==> config.mk <==
export PLATFORM = sky130hd
export DESIGN_NAME = ssmdf_out
export DESIGN_NICKNAME = d
export VERILOG_FILES = /design/src/rtl/ssmdf_pkg.sv /design/src/rtl/ssmdf_out.sv
export SDC_FILE = /design/constraint.sdc
export NUM_CORES = 1
export LEC_CHECK = 0
export ABC_AREA = 1
export BUFFER_PORTS_ARGS = -buffer_cell sky130_fd_sc_hd__buf_2
export CELL_PAD_IN_SITES_DETAIL_PLACEMENT = 1
export CELL_PAD_IN_SITES_GLOBAL_PLACEMENT = 2
export CORE_MARGIN = 4
export CORE_UTILIZATION = 33
export DETAILED_ROUTE_END_ITERATION = 6
export HOLD_SLACK_MARGIN = 0.12
export PLACE_DENSITY_LB_ADDON = 0.1
export SETUP_SLACK_MARGIN = 0.05
export SLEW_MARGIN = 5
export SYNTH_ARGS = -nofsm -noshare
export SYNTH_HDL_FRONTEND = slang
export SYNTH_SLANG_ARGS = --single-unit
==> constraint.sdc <==
create_clock -name clk -period 10.75 [get_ports clk]
set_input_delay 2.15 -clock clk [delete_from_list [all_inputs] [get_ports clk]]
set_output_delay 2.15 -clock clk [all_outputs]
set_load 0.05 [all_outputs]
==> src/rtl/ssmdf_pkg.sv <==
package ssmdf_pkg;

    localparam int ValW          = 64;
    localparam int MulW          = 32;
    localparam int DivW          = 32;
    localparam int QuotW         = 64;
    localparam int ProdW         = ValW + MulW;
    localparam int RemW          = DivW - 1;
    localparam int DivStepsPerStage = 2;
    localparam int DivStages     = ProdW / DivStepsPerStage;

    typedef struct packed {
        logic valid;
        logic err;
        logic neg;
    } ctl_t;

endpackage

==> src/rtl/ssmdf_out.sv <==
module ssmdf_out
(
    input  logic                                 clk,
    input  logic                                 rst_n,
    input  ssmdf_pkg::ctl_t                      ctl_in,
    input  logic [ssmdf_pkg::ProdW-1:0]          work_in,
    input  logic [ssmdf_pkg::RemW-1:0]           rem_in,
    input  logic                                 out_ready,
    output logic                                 en,
    output logic                                 out_valid,
    output logic signed [ssmdf_pkg::QuotW-1:0]   quotient,
    output logic                                 divide_error
);

    logic                             out_valid_reg;
    logic                             skid_valid_reg;
    logic [ssmdf_pkg::QuotW-1:0]      out_q_reg, skid_q_reg;
    logic                             out_err_reg, skid_err_reg;
    logic [ssmdf_pkg::QuotW-1:0]      low;
    logic [ssmdf_pkg::QuotW-1:0]      fixed_q;
    logic                             rem_zero;
    logic                             take;

    // A negative result with a nonzero remainder rounds toward minus infinity.
    always_comb
    begin
        low      = work_in[ssmdf_pkg::QuotW-1:0];
        rem_zero = (rem_in == '0);
        if (ctl_in.err)
        begin
            fixed_q = '0;
        end
        else if (ctl_in.neg)
        begin
            fixed_q = ~low + ssmdf_pkg::QuotW'(rem_zero);
        end
        else
        begin
            fixed_q = low;
        end
        take = ctl_in.valid && !skid_valid_reg;
    end

    always_ff @(posedge clk or negedge rst_n)
    begin
        if (!rst_n)
        begin
            out_valid_reg  <= 1'b0;
            skid_valid_reg <= 1'b0;
        end
        else if (skid_valid_reg)
        begin
            if (out_ready)
            begin
                skid_valid_reg <= 1'b0;
            end
        end
        else if (take)
        begin
            if (out_valid_reg && !out_ready)
            begin
                skid_valid_reg <= 1'b1;
            end
            else
            begin
                out_valid_reg <= 1'b1;
            end
        end
        else if (out_ready)
        begin
            out_valid_reg <= 1'b0;
        end
    end

    always_ff @(posedge clk)
    begin
        if (skid_valid_reg)
        begin
            if (out_ready)
            begin
                out_q_reg   <= skid_q_reg;
                out_err_reg <= skid_err_reg;
            end
        end
        else if (take)
        begin
            if (out_valid_reg && !out_ready)
            begin
                skid_q_reg   <= fixed_q;
                skid_err_reg <= ctl_in.err;
            end
            else
            begin
                out_q_reg   <= fixed_q;
                out_err_reg <= ctl_in.err;
            end
        end
    end

    assign en           = !skid_valid_reg;
    assign out_valid    = out_valid_reg;
    assign quotient     = $signed(out_q_reg);
    assign divide_error = out_err_reg;

endmodule

==> run metrics, run 1 <==
outcome=finished clean; CP max FO=4; CP Class=in2reg; Post-Layout Cell Count=1,407; leading area contributor after synthesis=edfxtp_1; fmax=0.231 GHz; Most used DFF post-synth=edfxtp_1; top post-synthesis cells by area=edfxtp_1 (52%), nand2_1 (16%), nor2_1 (6.2%); Via density=4.91; Die Wd=159 um; min Tclk post-route=4.32 ns; post-synth top area share=51.7%; flops & latches, synth=132; Reg-to-Reg End=skid_q_reg[58]$_DFFE_PP_; Synth Instances=946; Fin. Hold Viols=0; CP endpoint kind=flip-flop; pwr dens=180 nW/um2; Root Driver=clkbuf_16; gr ovfl total=0; synth cell count leaders=nand2_1 (332), edfxtp_1 (130), nor2_1 (124); WHS=0.522 ns; r2r worst-path depth=5; Pleak=4.10 nW; RSZ-0062 raised after global routing=false; sequential power share=39.4%; most common cell in the netlist=nand2_1; Num CTS Buffers=17; Synth cell types=35; die height=159 um; port bufs=167; Core ar.=22,600 um2; initial antenna violation count=2; Worst Path Required=10.89 ns; clk_lat worst skew=0.42 ns; CP peak stage delay=0.31 ns; Synth Net Count=1,081; Slew Viols, Final=0; power share of the combinational group=22.5%; Max Cap Viol=0; relative slew slack=36.9%; FF-to-FF setup slack=7.87 ns; Post-Syn Area=7560 um2; Seq/Total Area, Yosys=52.3%; Max IR drop VDD=0.0840 mV; HP Class=reg2reg; yosys synthesis warning count=0; GRT Total Usage=19.9%; number of global-route vias before repair=7,161; share of layout cells above drive strength 1=21.3%; Multi-input gate area=3170 um2; worst slew pin tran=0.946 ns; endpoints failing setup=0; Core Util, Final=41.3%; Clk network pwr share=38.1%; Clock Path Buffers=2; Hold Path Sink=quotient[40]$_DFFE_PP_; Critical path buffers and inverters=2; Starting Density=33.5%; Worst path most repeated cell=nand2_1; hpwl dp=18,600 um; crit path launch type=primary input; largest net degree at the start of global routing=67; Int Pwr=1.12 mW; FF+latch area=3960 um2; hold path start=skid_q_reg[40]$_DFFE_PP_; final worst-path cycle share=40.2%; Die ar.=25,400 um2; via count=6,910; clk slew on worst S/H paths=0.06 ns; RR Startpoint=skid_valid_reg$_DFF_PN0_; Clock Sinks=132; fillers=2,787; number of DRC violations after detailed routing=0; crit path max-delay cell type=nor4_1; Top Ports=200; drt total wl=25,100 um; first-pass GRT wire length=39,800 um; cts hold-fix bufs=0; FP Rows=55; Inst Count DP=1,374; DR WL/cell=17.8 um; Area growth syn-to-layout=23.3%; layout net count=1,243; drt first pass iters=5; critical path, cell by cell=buf_2, nor4_1, nand4_1, nor2_1, ha_1, inv_1, nor2_1, nand2_1, nor2_2, nand2_1, nand2_1, nand2_1, nor2_2, nand2_1, nand3_1, o21ai_1; Clock Skews=0.00763 ns; post_cts resized=0; Net Sw Power=558 uW; syn_area_per_cell=7.99 um2; H-Tree Depth=4; Post-synth EDFFs=130; # Post-CTS Setup Buffers=0; Setup Total Neg Slack=0 ns; Initial DRC Count=383; Routed Antenna Nets=0; critical path's top delay family=simple AND/OR/NAND/NOR gates; Worst EP arrival=4.47 ns; Hold Path Cell Cnt=2; GP Congestion=0.868; CTS tree=built; async set-reset flop share out of synthesis=1.52%; switching share of power=33.3%
-- stage by stage --
step	cell area, um2	power [mW]	setup slack [ns]
6_report	9320	1.68	6.43
5_1_grt	9320	1.75	6.11
4_1_cts	9320	1.70	6.38
3_5_place_dp	8680	1.05	5.93
3_3_place_gp	8680	1.05	5.96
2_1_floorplan	7560	0.943	3.34
-- cells in the final DEF, fill, tap and decap left out, drive strengths merged --
cell	count
or2	3
diode	1
nand2	341
dfrtp	2
nor2	134
edfxtp	130
nand4	32
clkinvlp	1
bufinv	4
o22ai	1
nor3	5
clkbuf	19
nor4	7
inv	88
o2111ai	1
o21ai	62
a21oi	24
o211ai	1
clkinv	5
nand3b	7
ha	2
buf	173
and3	18
nand3	61
-- worst max path at each step --
stage / start / end / slack [ns] / cells after the start
floorplan: ctl_in[2] / divide_error$_DFFE_PP_ / 3.34 / 2
global placement: rem_in[13] / skid_q_reg[52]$_DFFE_PP_ / 5.96 / 13
detailed placement: rem_in[13] / quotient[28]$_DFFE_PP_ / 5.93 / 16
CTS: rem_in[13] / quotient[28]$_DFFE_PP_ / 6.38 / 16
global route: rem_in[9] / quotient[28]$_DFFE_PP_ / 6.11 / 16
finish: rem_in[17] / quotient[28]$_DFFE_PP_ / 6.43 / 16
-- cell families (layout without fill, tap and decap cells) --
group / Yosys count / in the layout / synth area share [%]
other cells: 0 / 1 / 0
flops: 132 / 132 / 52.3
compound gates: 89 / 89 / 6.79
fa+ha+maj: 2 / 2 / 0.331
buf+inv: 115 / 290 / 5.93
simple gates: 608 / 608 / 34.6
-- layout make-up --
cell class              instances  area share, %
well taps                     285           3.83
multi-input cells             699           34.1
clock inverters                13           2.12
clock buffers                  19           4.65
diodes                          1         0.0269
flip-flops and latches        132           42.4
repair buffers                173           9.45
inverters                      85           3.42
-- power groups by stage --
| stage | logic (mW) | registers [mW] | clock network [mW] |
|---|---|---|---|
| 2_1_floorplan | 0.128 | 0.815 | 0 |
| 3_3_place_gp | 0.378 | 0.669 | 0 |
| 3_5_place_dp | 0.382 | 0.672 | 0 |
| 4_1_cts | 0.384 | 0.662 | 0.652 |
| 5_1_grt | 0.412 | 0.667 | 0.676 |
| 6_report | 0.378 | 0.660 | 0.638 |
-- tightest hold or removal path, cell delays in order (launching register included) --
cell and delay, ns:
edfxtp_1 0.32, nand2_1 0.05, nand2_1 0.05
-- routing by layer --
layer	wire [um]	GRT usage [%]
met1	12200	27.8
met2	11300	31.7
met3	1190	4.17
met4	374	5.29
met5	13	0
(Power assumes the default switching activity.)
==> inputs of run 2 (changes only) <==
- CORE_UTILIZATION: 33 -> 30
- clock period: 10.75 -> 4.2 ns (I/O delays scaled with it)
==> run 2 against run 1 <==
Worst hold slack got worse by 0.33 ns. First-iteration DRC count down 18%. Worst setup slack worse by 5.3 ns. Register-to-register slack worse by 6.3 ns. Sequential share of layout area is essentially flat. Final area barely moved. Clock power rose by 140%. Non-clock buffer count did not move. Flip-flop and latch count did not move. Core utilization is 3.3 points lower. Critical path depth stayed put. Die area up 9.5%. Critical path type unchanged.
==> run metrics, run 2 (same netlist as run 1, synthesis figures left out) <==
Max IR drop VDD=0.223 mV (was 0.0840 mV); Die ar.=27,800 um2 (was 25,400 um2); # Post-CTS Setup Buffers=0 (unchanged); Root Driver=clkbuf_16 (unchanged); relative slew slack=31.1% (was 36.9%); r2r worst-path depth=4 (was 5); port bufs=167 (unchanged); die height=167 um (was 159 um); HP Class=in2async (was reg2reg); Routed Antenna Nets=0 (unchanged); commonest non-fill, non-tap cell in the layout=nand2_1 (unchanged); Starting Density=30.8% (was 33.5%); Die Wd=167 um (was 159 um); Worst path most repeated cell=nand2_1 (unchanged); Pleak=4.07 nW (was 4.10 nW); Fin. Hold Viols=0 (unchanged); min Tclk post-route=3.06 ns; final worst-path cycle share=72.9%; hpwl dp=19,300 um (was 18,600 um); FP Rows=57 (was 55); Critical path buffers and inverters=3 (was 2); crit path launch type=primary input (unchanged); via count=6,925 (was 6,910); crit path max-delay cell type=nor2_1 (was nor4_1); Area growth syn-to-layout=23.3% (about the same); fmax=0.327 GHz; gr ovfl total=0 (unchanged); Core ar.=24,500 um2 (was 22,600 um2); first-pass GRT wire length=40,600 um (was 39,800 um); critical path, cell by cell=buf_2, nor4_1, nand4_1, nor2_1, ha_1, inv_1, nor2_1, nand2_1, nand2_1, nand3_2, inv_1, nand2_1, nor2_1, nand2_1, nand3_1, o21ai_1 (was buf_2, nor4_1, nand4_1, nor2_1, ha_1, inv_1, nor2_1, nand2_1, nor2_2, nand2_1, nand2_1, nand2_1, nor2_2, nand2_1, nand3_1, o21ai_1); Slew Viols, Final=0 (unchanged); post-place setup slack=0.684 ns (was 5.93 ns); Initial DRC Count=313 (was 383); CP max FO=4 (unchanged); H-Tree Depth=4 (unchanged); post_cts resized=0 (unchanged); CP Class=in2reg (unchanged); endpoints failing setup=0 (unchanged); GRT Total Usage=18.5% (was 19.9%); critical path's top delay family=simple AND/OR/NAND/NOR gates (unchanged); worst slew pin tran=1.03 ns (was 0.946 ns); Clock Skews=0.0109 ns (was 0.00763 ns); drt first pass iters=4 (was 5); Clock Path Buffers=2 (unchanged); initial antenna violation count=2 (unchanged); Clock Sinks=132 (unchanged); Worst EP arrival=3.20 ns (was 4.47 ns); number of global-route vias before repair=7,142 (was 7,161); GP Congestion=0.844 (was 0.868); Inst Count DP=1,413 (was 1,374); layout net count=1,243 (unchanged); Worst Path Required=4.34 ns (was 10.89 ns); share of layout cells above drive strength 1=21.3% (unchanged); cts hold-fix bufs=0 (unchanged); RSZ-0062 raised after global routing=false (unchanged); Via density=4.79 (was 4.91); WHS=0.193 ns (was 0.522 ns); clk slew on worst S/H paths=0.07 ns (was 0.06 ns); DR WL/cell=17.8 um (about the same); Setup Total Neg Slack=0 ns (unchanged); most frequent cells in the layout=nand2_1 (332), buf_2 (167), edfxtp_1 (130), nor2_1 (123), inv_1 (83) (unchanged); final worst slack=1.14 ns (was 6.43 ns); pwr dens=447 nW/um2 (was 180 nW/um2); CTS tree=built (unchanged); clk_lat worst skew=0.42 ns (about the same); CP endpoint kind=flip-flop (unchanged); drt total wl=25,700 um (was 25,100 um); Top Ports=200 (unchanged); largest net degree at the start of global routing=92 (was 67); Core Util, Final=38.0% (was 41.3%); CP peak stage delay=0.28 ns (was 0.31 ns); Crit path depth=16 (unchanged); number of DRC violations after detailed routing=0 (unchanged); fillers=3,038 (was 2,787); Max Cap Viol=0 (unchanged); Post-Layout Cell Count=1,446 (was 1,407); Num CTS Buffers=17 (unchanged); outcome=finished clean (unchanged)
[run 2: worst reg2reg max path, cell delays in order (launching register included)]
cell     delay (ns)
dfrtp_2        0.36
buf_4          0.72
nand2_1        0.22
o21ai_4        0.42
buf_4          0.56
[run 2: power breakdown]
group	switching (mW)	internal (mW)	leakage, nW
Sequential	0.0312	1.65	1.27
Clock	0.673	0.833	0.275
Combinational	0.774	0.212	2.53
[run 2: layer usage]
metal / up-vias / track usage (%) / wire, um
met3: 26 / 3.20 / 1240
met5: - / 0 / 15
li1: 3480 / - / -
met1: 3261 / 26.0 / 12500
met4: 4 / 5.16 / 446
met2: 154 / 29.5 / 11500
[run 2: through the flow]
stage / total power [mW] / instance area, um2
finish: 4.17 / 9320
detailed placement: 2.71 / 8750
floorplan: 2.40 / 7560
CTS: 4.23 / 9320
global placement: 2.69 / 8750
global route: 4.37 / 9320
[run 2: layout make-up]
type,instances,area (um2),area share [%]
antenna,1,2.50,0.0269
clock buffer,17,425,4.56
clock inverter,15,145,1.56
inverter,85,319,3.42
multi-input combinational,699,3170,34.0
sequential,132,3960,42.4
tap,324,405,4.35
timing repair buffer,173,893,9.59
[run 2: final timing paths]
path,start,end,slack (ns)
worst min-delay path,rst_n,out_valid$_DFFE_PN0P_,0.19
max in group asynchronous,rst_n,skid_valid_reg$_DFF_PN0_,3.90
worst min register to register,skid_q_reg[50]$_DFFE_PP_,quotient[50]$_DFFE_PP_,0.53
min in group clk,skid_q_reg[50]$_DFFE_PP_,quotient[50]$_DFFE_PP_,0.53
worst max register to register,skid_valid_reg$_DFF_PN0_,quotient[59]$_DFFE_PP_,1.53
worst max-delay path,rem_in[13],quotient[34]$_DFFE_PP_,1.14
