===== src/rtl/ssmdf_pkg.sv =====
package ssmdf_pkg;

    localparam int ValW          = 64;
    localparam int MulW          = 32;
    localparam int DivW          = 32;
    localparam int QuotW         = 64;
    localparam int ProdW         = ValW + MulW;
    localparam int RemW          = DivW - 1;
    localparam int DivStepsPerStage = 2;
    localparam int DivStages     = ProdW / DivStepsPerStage;

    typedef struct packed {
        logic valid;
        logic err;
        logic neg;
    } ctl_t;

endpackage


===== src/rtl/ssmdf_div_stage.sv =====
module ssmdf_div_stage
(
    input  logic                              clk,
    input  logic                              rst_n,
    input  logic                              en,
    input  ssmdf_pkg::ctl_t                   ctl_in,
    input  logic [ssmdf_pkg::ProdW-1:0]       work_in,
    input  logic [ssmdf_pkg::RemW-1:0]        rem_in,
    input  logic [ssmdf_pkg::RemW-1:0]        div_in,
    output ssmdf_pkg::ctl_t                   ctl_out,
    output logic [ssmdf_pkg::ProdW-1:0]       work_out,
    output logic [ssmdf_pkg::RemW-1:0]        rem_out,
    output logic [ssmdf_pkg::RemW-1:0]        div_out
);

    ssmdf_pkg::ctl_t                  ctl_reg;
    logic [ssmdf_pkg::ProdW-1:0]      work_reg, work_next;
    logic [ssmdf_pkg::RemW-1:0]       rem_reg, rem_next;
    logic [ssmdf_pkg::RemW-1:0]       div_reg;
    logic [ssmdf_pkg::RemW:0]         trial;
    logic [ssmdf_pkg::RemW+1:0]       diff;

    // Each step brings in the next dividend bit and shifts a quotient bit into the low end.
    always_comb
    begin
        rem_next  = rem_in;
        work_next = work_in;
        trial     = '0;
        diff      = '0;
        for (int i = 0; i < ssmdf_pkg::DivStepsPerStage; i++)
        begin
            trial     = {rem_next, work_next[ssmdf_pkg::ProdW-1]};
            diff      = {1'b0, trial} - {2'b00, div_in};
            work_next = {work_next[ssmdf_pkg::ProdW-2:0], 1'b0};
            if (!diff[ssmdf_pkg::RemW+1])
            begin
                rem_next     = diff[ssmdf_pkg::RemW-1:0];
                work_next[0] = 1'b1;
            end
            else
            begin
                rem_next = trial[ssmdf_pkg::RemW-1:0];
            end
        end
    end

    always_ff @(posedge clk or negedge rst_n)
    begin
        if (!rst_n)
        begin
            ctl_reg <= '0;
        end
        else if (en)
        begin
            ctl_reg <= ctl_in;
        end
    end

    always_ff @(posedge clk)
    begin
        if (en)
        begin
            work_reg <= work_next;
            rem_reg  <= rem_next;
            div_reg  <= div_in;
        end
    end

    assign ctl_out  = ctl_reg;
    assign work_out = work_reg;
    assign rem_out  = rem_reg;
    assign div_out  = div_reg;

endmodule


===== config.mk =====
export PLATFORM = sky130hd
export DESIGN_NAME = ssmdf_div_stage
export DESIGN_NICKNAME = d
export VERILOG_FILES = /design/src/rtl/ssmdf_pkg.sv /design/src/rtl/ssmdf_div_stage.sv
export SDC_FILE = /design/constraint.sdc
export NUM_CORES = 1
export LEC_CHECK = 0
export ABC_AREA = 1
export BUFFER_PORTS_ARGS = -buffer_cell sky130_fd_sc_hd__buf_2
export CORE_UTILIZATION = 50
export DETAILED_ROUTE_END_ITERATION = 6
export HOLD_SLACK_MARGIN = 0.05
export MAX_ROUTING_LAYER = met4
export PLACE_DENSITY = 0.85
export SLEW_MARGIN = 20
export SYNTH_ARGS = -nofsm -noshare
export SYNTH_HDL_FRONTEND = slang
export SYNTH_SLANG_ARGS = --single-unit
export TNS_END_PERCENT = 50

===== constraint.sdc =====
create_clock -name clk -period 1.1 [get_ports clk]
set_clock_uncertainty 0.2 [all_clocks]
set_input_delay 0.22 -clock clk [delete_from_list [all_inputs] [get_ports clk]]
set_output_delay 0.22 -clock clk [all_outputs]
set_load 0.01 [all_outputs]

==> out/qor.csv, run 1 <==
stage;metric;value;unit
status;Err;[ERROR GRT-0232] Routing congestion too high. Check the congestion heatmap in the GUI.;
yosys;Yosys cell types;45;
placed_design;Post-DP HPWL;31000;µm
yosys;main flop type after synthesis;edfxtp_1;
yosys;number of synthesized flops with an enable pin;158;
cts;clock buffer depth;2;
yosys;syn_nets;1455;
floorplan;Initial Util;0.518;
placed_design;RePlAce Congestion;1.00;
yosys;Syn Inst Count;1227;
status;status;aborted with a tool error;
global_route;largest net degree at the start of global routing;56;
yosys;Ys Warns;0;
global_route;Global Route Usage Sum;0.928;
global_route;GRT overflow;439;
yosys;mapped cell area;10200;µm²
yosys;Synth Area per Inst;8.35;µm²
floorplan;die width;145;µm
timing;worst endpoint type;register data pin;
timing;post-GRT worst EP;rem_out[25]$_DFFE_PP_/D;
floorplan;row count;51;
yosys;register bit count reported by yosys;161;
cts;CTS root buf;clkbuf_16;
floorplan;chip height;145;µm
placed_design;port bufs;324;
cts;htree depth;4;
cts;CTS Buf Count;17;
floorplan;I/O pin count;325;
cts;Clock Sink Count;161;
status;Stopped at;global routing;
yosys;Seq/Total Area, Yosys;0.471;
yosys;asr flop ratio synth;0.0186;
==> repair_timing <==
item	4_1_cts
gates cloned	2
resized for setup	105
setup endpoints to repair	194
pin swaps	22
endpoints found under the hold margin	140
setup buffers	13
hold buffers	131
==> per-stage QoR <==
step | setup slack (ns) | area, µm² | hold slack (ns) | setup TNS [ns] | std cells
after floorplan | -2.61 | 10300 | -0.276 | -83.62 | 1227
after CTS | -2.39 | 17100 | -0.0117 | -121.41 | 2290
after global placement | -3.14 | 14600 | -0.184 | -107.10 | 2112
after detailed placement | -3.21 | 14600 | -0.181 | -111.35 | 2112
==> cell usage after synthesis (2+ instances only) <==
cell type	number	area, µm²
edfxtp_1	158	4740
a21oi_1	47	235
o21ai_0	27	135
inv_1	193	724
ha_1	62	776
o21bai_1	7	52.6
nor3_1	5	25.0
a21o_1	7	52.6
nand2_1	418	1570
buf_2	5	25.0
o21ai_2	4	35.0
and2_1	11	68.8
nand4_1	43	269
nor2_1	76	285
nor4_1	2	12.5
dfrtp_1	3	75.1
nor3_2	3	30.0
and3_1	2	12.5
nor2_2	4	25.0
fa_1	2	40.0
clkbuf_1	2	7.51
xnor2_1	15	131
a31oi_1	2	12.5
or2_2	7	43.8
buf_6	4	45.0
buf_4	3	22.5
nand3_1	59	295
nand3b_1	5	37.5
nand2_4	2	22.5
a21boi_0	4	30.0
nand2_2	5	31.3
nand3_4	2	35.0
mux2_2	3	33.8
nand3_2	2	20.0
xor2_1	19	166
o21ai_1	5	25.0
==> metal layers <==
layer / GRT overflow / GRT usage
met1: 14 / 0.887
met2: 291 / 1.04
met3: 21 / 0.828
met4: 113 / 0.953
met5: - / -
==> kinds of logic after synthesis <==
kind of cell / share of synthesized area
DFF: 0.471
buffers and inverters: 0.0820
adders and majority gates: 0.0797
muxes: 0.00330
xor gates and xnor gates: 0.0291
and+or+nand+nor: 0.276
AOI/OAI and AO/OA: 0.0596
==> inputs of run 2 (changes only) <==
--- a/config.mk
+++ b/config.mk
@@ -7,11 +7,9 @@
 export LEC_CHECK = 0
 export ABC_AREA = 1
 export BUFFER_PORTS_ARGS = -buffer_cell sky130_fd_sc_hd__buf_2
-export CORE_UTILIZATION = 50
+export CORE_UTILIZATION = 35
 export DETAILED_ROUTE_END_ITERATION = 6
-export HOLD_SLACK_MARGIN = 0.05
-export MAX_ROUTING_LAYER = met4
-export PLACE_DENSITY = 0.85
+export PLACE_DENSITY_LB_ADDON = 0.15
 export SLEW_MARGIN = 20
 export SYNTH_ARGS = -nofsm -noshare
 export SYNTH_HDL_FRONTEND = slang
==> out/qor.csv, run 2 <==
stage;metric;value;unit
status;status;complete, but fails checks;
status;violated checks;negative setup slack;
timing;Slew HR;0.722;
cts;clk_lat worst skew;0.43;ns
worst_setup_path;CP bufs+invs;8;
yosys;Yosys cell types;45;
timing;post-route minimum period;3.58;ns
worst_setup_path;CP Capture Point;rem_out[0]$_DFFE_PP_;
timing;Fin. Hold Viols;0;
global_route;met2 usage in global routing;0.485;
timing;Setup TNS;-121.48;ns
power_and_ir_drop;Clock Power Share;0.225;
placed_design;Post-DP HPWL;30400;µm
floorplan;die width;173;µm
yosys;ranking of synthesized cells by area;edfxtp_1, nand2_1, ha_1;
yosys;Seq/Total Area, Yosys;0.471;
worst_setup_path;crit path from;work_in[95];
power_and_ir_drop;Lkg Pwr;8.99;nW
worst_setup_path;Critical Path Fanout Max;13;
worst_setup_path;crit path launch type;input port;
power_and_ir_drop;power density cells;1390;nW/µm²
global_route;grt met1 use;0.333;
cells_and_area;most common cell after layout, fill and taps aside;nand2_1;
yosys;number of synthesized flops with an enable pin;158;
cts;htree depth;4;
worst_setup_path;Worst Path Required;1.08;ns
global_route;first-pass GRT wire length;62800;µm
route;total wire length;40800;µm
cells_and_area;area delta synth->final;78.2;%
cts;Worst-path clk slew;0.07;ns
yosys;Synth Area per Inst;8.35;µm²
yosys;top cells by count, synth;nand2_1, inv_1, edfxtp_1;
floorplan;chip height;173;µm
hold_path;Hold Crit Class;in -> reg;
power_and_ir_drop;Peak VDD IR;1.14;mV
cts;TritonCTS clock tree;built;
worst_setup_path;CP delay by family, top;simple AND/OR/NAND/NOR gates;
timing;final setup fails;194;
timing;Final Max Tran Viols;0;
cts;CTS Buf Count;17;
worst_setup_path;CP max stage cell;fa_2;
route;drc violations;0;
power_and_ir_drop;Power Total;25.4;mW
worst_setup_path;R2R setup slack;0.13;ns
global_route;busiest grt layer;met2;
worst_setup_path;critical path class;in -> reg;
placed_design;port bufs;324;
placed_design;Setup Slack @ Placement;-3.22;ns
worst_setup_path;CP endpoint kind;register;
timing;final worst slack;-2.48;ns
global_route;met3 usage;0.0453;
global_route;initial antenna violation count;0;
yosys;main flop type after synthesis;edfxtp_1;
floorplan;Initial Util;0.356;
cells_and_area;Nets;2285;
yosys;register bit count reported by yosys;161;
yosys;Syn Inst Count;1227;
global_route;largest net degree at the start of global routing;47;
placed_design;RePlAce Congestion;0.913;
yosys;Ys Warns;0;
global_route;GRT overflow;0;
cts;CTS root buf;clkbuf_16;
cts;clock buffer depth;2;
route;Initial DRC Count;680;
yosys;asr flop ratio synth;0.0186;
cells_and_area;share of layout cells above drive strength 1;0.456;
worst_setup_path;Critical Path AT;3.56;ns
floorplan;row count;62;
cells_and_area;max reg flops;96;
floorplan;Core ar.;28800;µm²
floorplan;DIE AREA;29900;µm²
yosys;syn_nets;1455;
route;WL per Instance;16.6;µm
power_and_ir_drop;switching power;8.76;mW
job;# Max-Cap Violations;0;
route;Via density;4.67;
floorplan;I/O pin count;325;
placed_design;Placement Cell Area;14800;µm²
cells_and_area;cell area after layout;18300;µm²
yosys;leading cell type by number of instances after synthesis;nand2_1;
yosys;leading area contributor after synthesis;edfxtp_1;
cells_and_area;most frequent cells in the layout;nand2_1, buf_4, buf_2, inv_1, edfxtp_1;
timing;RSZ-0062 raised after global routing;yes;
route;Final ANT Viol Nets;0;
timing;Peak Freq;0.279;GHz
worst_setup_path;r2r worst-path depth;1;
power_and_ir_drop;Comb pwr share;0.464;
global_route;Global Route Usage Sum;0.274;
timing;Tightest Pin Transition;0.414;ns
route;Via Count;11467;
yosys;mapped cell area;10200;µm²
worst_setup_path;Crit. path cell count;30;
worst_setup_path;most frequent CP cell;nand2_2;
route;drt pass-1 iters;6;
worst_setup_path;max incr delay on CP;0.34;ns
worst_setup_path;Critical R2R Launch;ctl_out[1]$_DFFE_PN0P_;
timing;fin crit share;3.25;
global_route;vias in the first global route;11611;
worst_setup_path;R2R Path End;ctl_out[1]$_DFFE_PN0P_;
power_and_ir_drop;Reg power frac;0.312;
cts;Clock Sink Count;161;
power_and_ir_drop;switch share;0.344;
yosys;Synth top area share;0.463;
power_and_ir_drop;Pint;16.7;mW
cells_and_area;antenna diode count;0;
-- run 2: how the worst min path moves through the flow --
stage	start	to	cells after the start
2_1_floorplan	rst_n	ctl_out[0]$_DFFE_PN0P_	0
3_3_place_gp	rst_n	ctl_out[0]$_DFFE_PN0P_	1
3_5_place_dp	rst_n	ctl_out[0]$_DFFE_PN0P_	1
4_1_cts	en	ctl_out[0]$_DFFE_PN0P_	3
5_1_grt	en	ctl_out[0]$_DFFE_PN0P_	3
6_report	en	ctl_out[0]$_DFFE_PN0P_	3
-- run 2: cell families (layout without fill, tap and decap cells) --
| logic type | Yosys count | count (layout) | share of synthesized area |
|---|---|---|---|
| and+or+nand+nor | 649 | 649 | 0.276 |
| DFF | 161 | 161 | 0.471 |
| adders and majority gates | 64 | 64 | 0.0797 |
| muxes | 3 | 3 | 0.00330 |
| xor gates and xnor gates | 34 | 34 | 0.0291 |
| AOI/OAI and AO/OA | 106 | 106 | 0.0596 |
| buffers and inverters | 210 | 1052 | 0.0820 |
-- run 2: layer usage --
metal / vias to the layer above / wire length [µm]
met1: 5352 / 16900
met2: 345 / 20400
li1: 5692 / -
met3: 78 / 1970
met4: 0 / 1550
met5: - / 0
-- run 2: area by class of cell --
| type | instances | area, µm² |
|---|---|---|
| Clock inverter | 13 | 128 |
| Timing Repair inverter | 1 | 11.3 |
| Tap cell | 384 | 480 |
| Sequential cell | 161 | 4820 |
| Fill cell | 2464 | 10500 |
| Multi-Input combinational cell | 856 | 5600 |
| Inverter | 196 | 779 |
| Timing Repair Buffer | 824 | 6010 |
| Clock buffer | 18 | 429 |
-- run 2: through the flow --
step                      std cells   util  hold slack, ns
after global placement         2244  0.514          -0.183
final                          2453  0.634          0.0448
after floorplan                1227      -          -0.276
after CTS                      2445  0.622          0.0288
after detailed placement       2244  0.514          -0.179
after global routing           2453  0.634          0.0360
-- run 2: repair_timing --
item                                   CTS  global route
endpoints found under the hold margin  132             0
pin swaps                               29            22
gates cloned                             5             0
setup endpoints to repair              194           194
resized for setup                      165            69
hold buffers                           131             0
buffers inserted                        34             8
-- run 2: power by group through the flow --
stage / registers [mW] / logic, mW / clock network (mW)
final: 7.93 / 11.8 / 5.71
after global routing: 8.00 / 12.8 / 6.04
after CTS: 7.92 / 11.2 / 5.82
after detailed placement: 8.04 / 9.42 / 0
after global placement: 8.03 / 9.37 / 0
after floorplan: 8.49 / 4.12 / 0
-- run 2: worst min-delay path: stages --
cell	delay, ns
buf_6	0.14
buf_12	0.13
mux2_2	0.14
Power figures use the tool's default switching activity.
==> inputs of run 3 (changes only) <==
--- a/config.mk
+++ b/config.mk
@@ -5,7 +5,7 @@
 export SDC_FILE = /design/constraint.sdc
 export NUM_CORES = 1
 export LEC_CHECK = 0
-export ABC_AREA = 1
+export ABC_AREA = 0
 export BUFFER_PORTS_ARGS = -buffer_cell sky130_fd_sc_hd__buf_2
 export CORE_UTILIZATION = 35
 export DETAILED_ROUTE_END_ITERATION = 6
==> out/qor.csv, run 3 <==
stage;metric;value;unit
status;status;complete, but fails checks;
status;violated checks;negative setup slack;
yosys;syn_nets;927;
route;Final ANT Viol Nets;0;
timing;Fin. Hold Viols;0;
yosys;top cells by count, synth;edfxtp_1, ha_1, a21oi_1;
timing;RSZ-0062 raised after global routing;yes;
worst_setup_path;Worst Path Required;1.07;ns
worst_setup_path;CP bufs+invs;5;
cells_and_area;Nets;1653;
power_and_ir_drop;Power Total;24.4;mW
worst_setup_path;CP endpoint kind;register;
route;Via density;4.70;
cells_and_area;cell area after layout;15200;µm²
yosys;number of synthesized flops with an enable pin;158;
placed_design;Post-DP HPWL;22000;µm
global_route;first-pass GRT wire length;45800;µm
cts;htree depth;4;
yosys;Yosys cell types;59;
job;# Max-Cap Violations;0;
floorplan;die width;160;µm
cts;CTS Buf Count;17;
yosys;Seq/Total Area, Yosys;0.554;
yosys;leading cell type by number of instances after synthesis;edfxtp_1;
cts;clock buffer depth;2;
yosys;main flop type after synthesis;edfxtp_1;
placed_design;Placement Cell Area;12700;µm²
worst_setup_path;CP delay by family, top;compound AO/OA/AOI/OAI gates;
yosys;asr flop ratio synth;0.0186;
power_and_ir_drop;Lkg Pwr;7.07;nW
placed_design;RePlAce Congestion;0.829;
power_and_ir_drop;power density cells;1610;nW/µm²
cts;TritonCTS clock tree;built;
placed_design;Setup Slack @ Placement;-4.74;ns
yosys;leading area contributor after synthesis;edfxtp_1;
cells_and_area;fill cell count;2005;
worst_setup_path;Critical Path Fanout Max;6;
cts;Clock Sink Count;161;
cells_and_area;area delta synth->final;74.6;%
worst_setup_path;most frequent CP cell;a31oi_2;
cells_and_area;post-route insts no fill;1762;
cells_and_area;most common cell after layout, fill and taps aside;buf_2;
timing;Slew HR;0.739;
worst_setup_path;critical path class;in -> reg;
worst_setup_path;crit path launch type;input port;
placed_design;port bufs;324;
route;Initial DRC Count;483;
floorplan;Core ar.;24400;µm²
route;WL per Instance;17.1;µm
floorplan;Initial Util;0.357;
global_route;largest net degree at the start of global routing;52;
timing;post-route minimum period;5.14;ns
timing;final worst slack;-4.04;ns
cells_and_area;most frequent cells in the layout;buf_2, buf_4, edfxtp_1, dlygate4sd3_1, ha_1;
global_route;Global Route Usage Sum;0.232;
power_and_ir_drop;Peak VDD IR;0.949;mV
cts;Worst-path clk slew;0.07;ns
yosys;Syn Inst Count;699;
route;drc violations;0;
worst_setup_path;CP max stage cell;a2111o_1;
timing;fin crit share;4.68;
floorplan;chip height;160;µm
yosys;Synth Area per Inst;12.5;µm²
yosys;ranking of synthesized cells by area;edfxtp_1, ha_1, mux2_4;
floorplan;row count;57;
route;Via Count;8281;
timing;Tightest Pin Transition;0.388;ns
hold_path;Hold Crit Class;in -> reg;
cells_and_area;max reg flops;96;
worst_setup_path;max incr delay on CP;0.43;ns
timing;final setup fails;194;
global_route;vias in the first global route;8423;
floorplan;DIE AREA;25500;µm²
route;total wire length;30100;µm
placed_design;Placed Cells;1585;
yosys;Synth top area share;0.545;
floorplan;I/O pin count;325;
global_route;initial antenna violation count;1;
yosys;Ys Warns;0;
timing;Peak Freq;0.194;GHz
global_route;GRT overflow;0;
yosys;mapped cell area;8710;µm²
route;drt pass-1 iters;5;
worst_setup_path;Critical Path AT;5.12;ns
cts;CTS root buf;clkbuf_16;
yosys;register bit count reported by yosys;161;
cells_and_area;share of layout cells above drive strength 1;0.502;
timing;Final Max Tran Viols;0;
cts;clk_lat worst skew;0.41;ns
run 3: repair_timing:
item | in CTS | in global routing
buffers inserted | 7 | 6
setup endpoints to repair | 194 | 200
cloned | 1 | 0
resized for setup | 50 | 45
endpoints found under the hold margin | 134 | 0
pin swaps | 30 | 23
hold buffers | 131 | 0
run 3: final timing paths:
check / startpoint / end / slack, ns / depth (start not counted)
setup / recovery: work_in[95] / rem_out[19]$_DFFE_PP_ / -4.04 / 25
setup reg to reg: ctl_out[1]$_DFFE_PN0P_ / ctl_out[1]$_DFFE_PN0P_ / 0.12 / 1
hold reg to reg: ctl_out[2]$_DFFE_PN0P_ / ctl_out[2]$_DFFE_PN0P_ / 0.32 / 1
max in group asynchronous: rst_n / ctl_out[0]$_DFFE_PN0P_ / 0.54 / 3
hold / removal: en / div_out[17]$_DFFE_PP_ / 0.02 / 2
min in group asynchronous: rst_n / ctl_out[1]$_DFFE_PN0P_ / 0.04 / 3
run 3: stage by stage:
stage	util	setup TNS (ns)	hold WS, ns
final	0.623	-169.99	0.0184
after global routing	0.623	-181.66	0.0155
after global placement	0.520	-159.42	-0.181
after floorplan	-	-132.91	-0.276
after detailed placement	0.520	-165.28	-0.178
after CTS	0.613	-169.86	0.0110
run 3: cells by family (layout without fill, tap and decap cells):
kind of cell | Yosys count | count (layout) | synth area share
compound gates | 178 | 178 | 0.132
flops | 161 | 161 | 0.554
simple gates | 151 | 151 | 0.0809
fa+ha+maj | 64 | 64 | 0.0937
buf+inv | 56 | 794 | 0.0279
xor+xnor | 48 | 48 | 0.0483
mux | 41 | 41 | 0.0638
other cells | 0 | 1 | 0
run 3: power breakdown:
group / leakage (nW) / switching, mW / internal, mW
combinational: 5.18 / 4.40 / 5.40
sequential: 1.58 / 0.286 / 7.81
clock: 0.314 / 2.67 / 3.88
total: 7.07 / 7.35 / 17.1
run 3: routing by layer:
layer	wire [µm]	up-vias	global-route usage
li1	-	4078	-
met1	12300	3890	0.274
met2	15300	272	0.418
met3	1590	41	0.0410
met4	937	0	0.0870
met5	0	-	0
run 3: layout make-up:
type / count / area (µm²) / area share
well taps: 324 / 405 / 0.0267
flip-flops and latches: 161 / 4820 / 0.317
multi-input cells: 482 / 4010 / 0.264
diodes: 1 / 2.50 / 0.000165
clock inverters: 14 / 213 / 0.0140
repair buffers: 718 / 5140 / 0.339
clock buffers: 17 / 425 / 0.0280
inverters: 45 / 181 / 0.0119
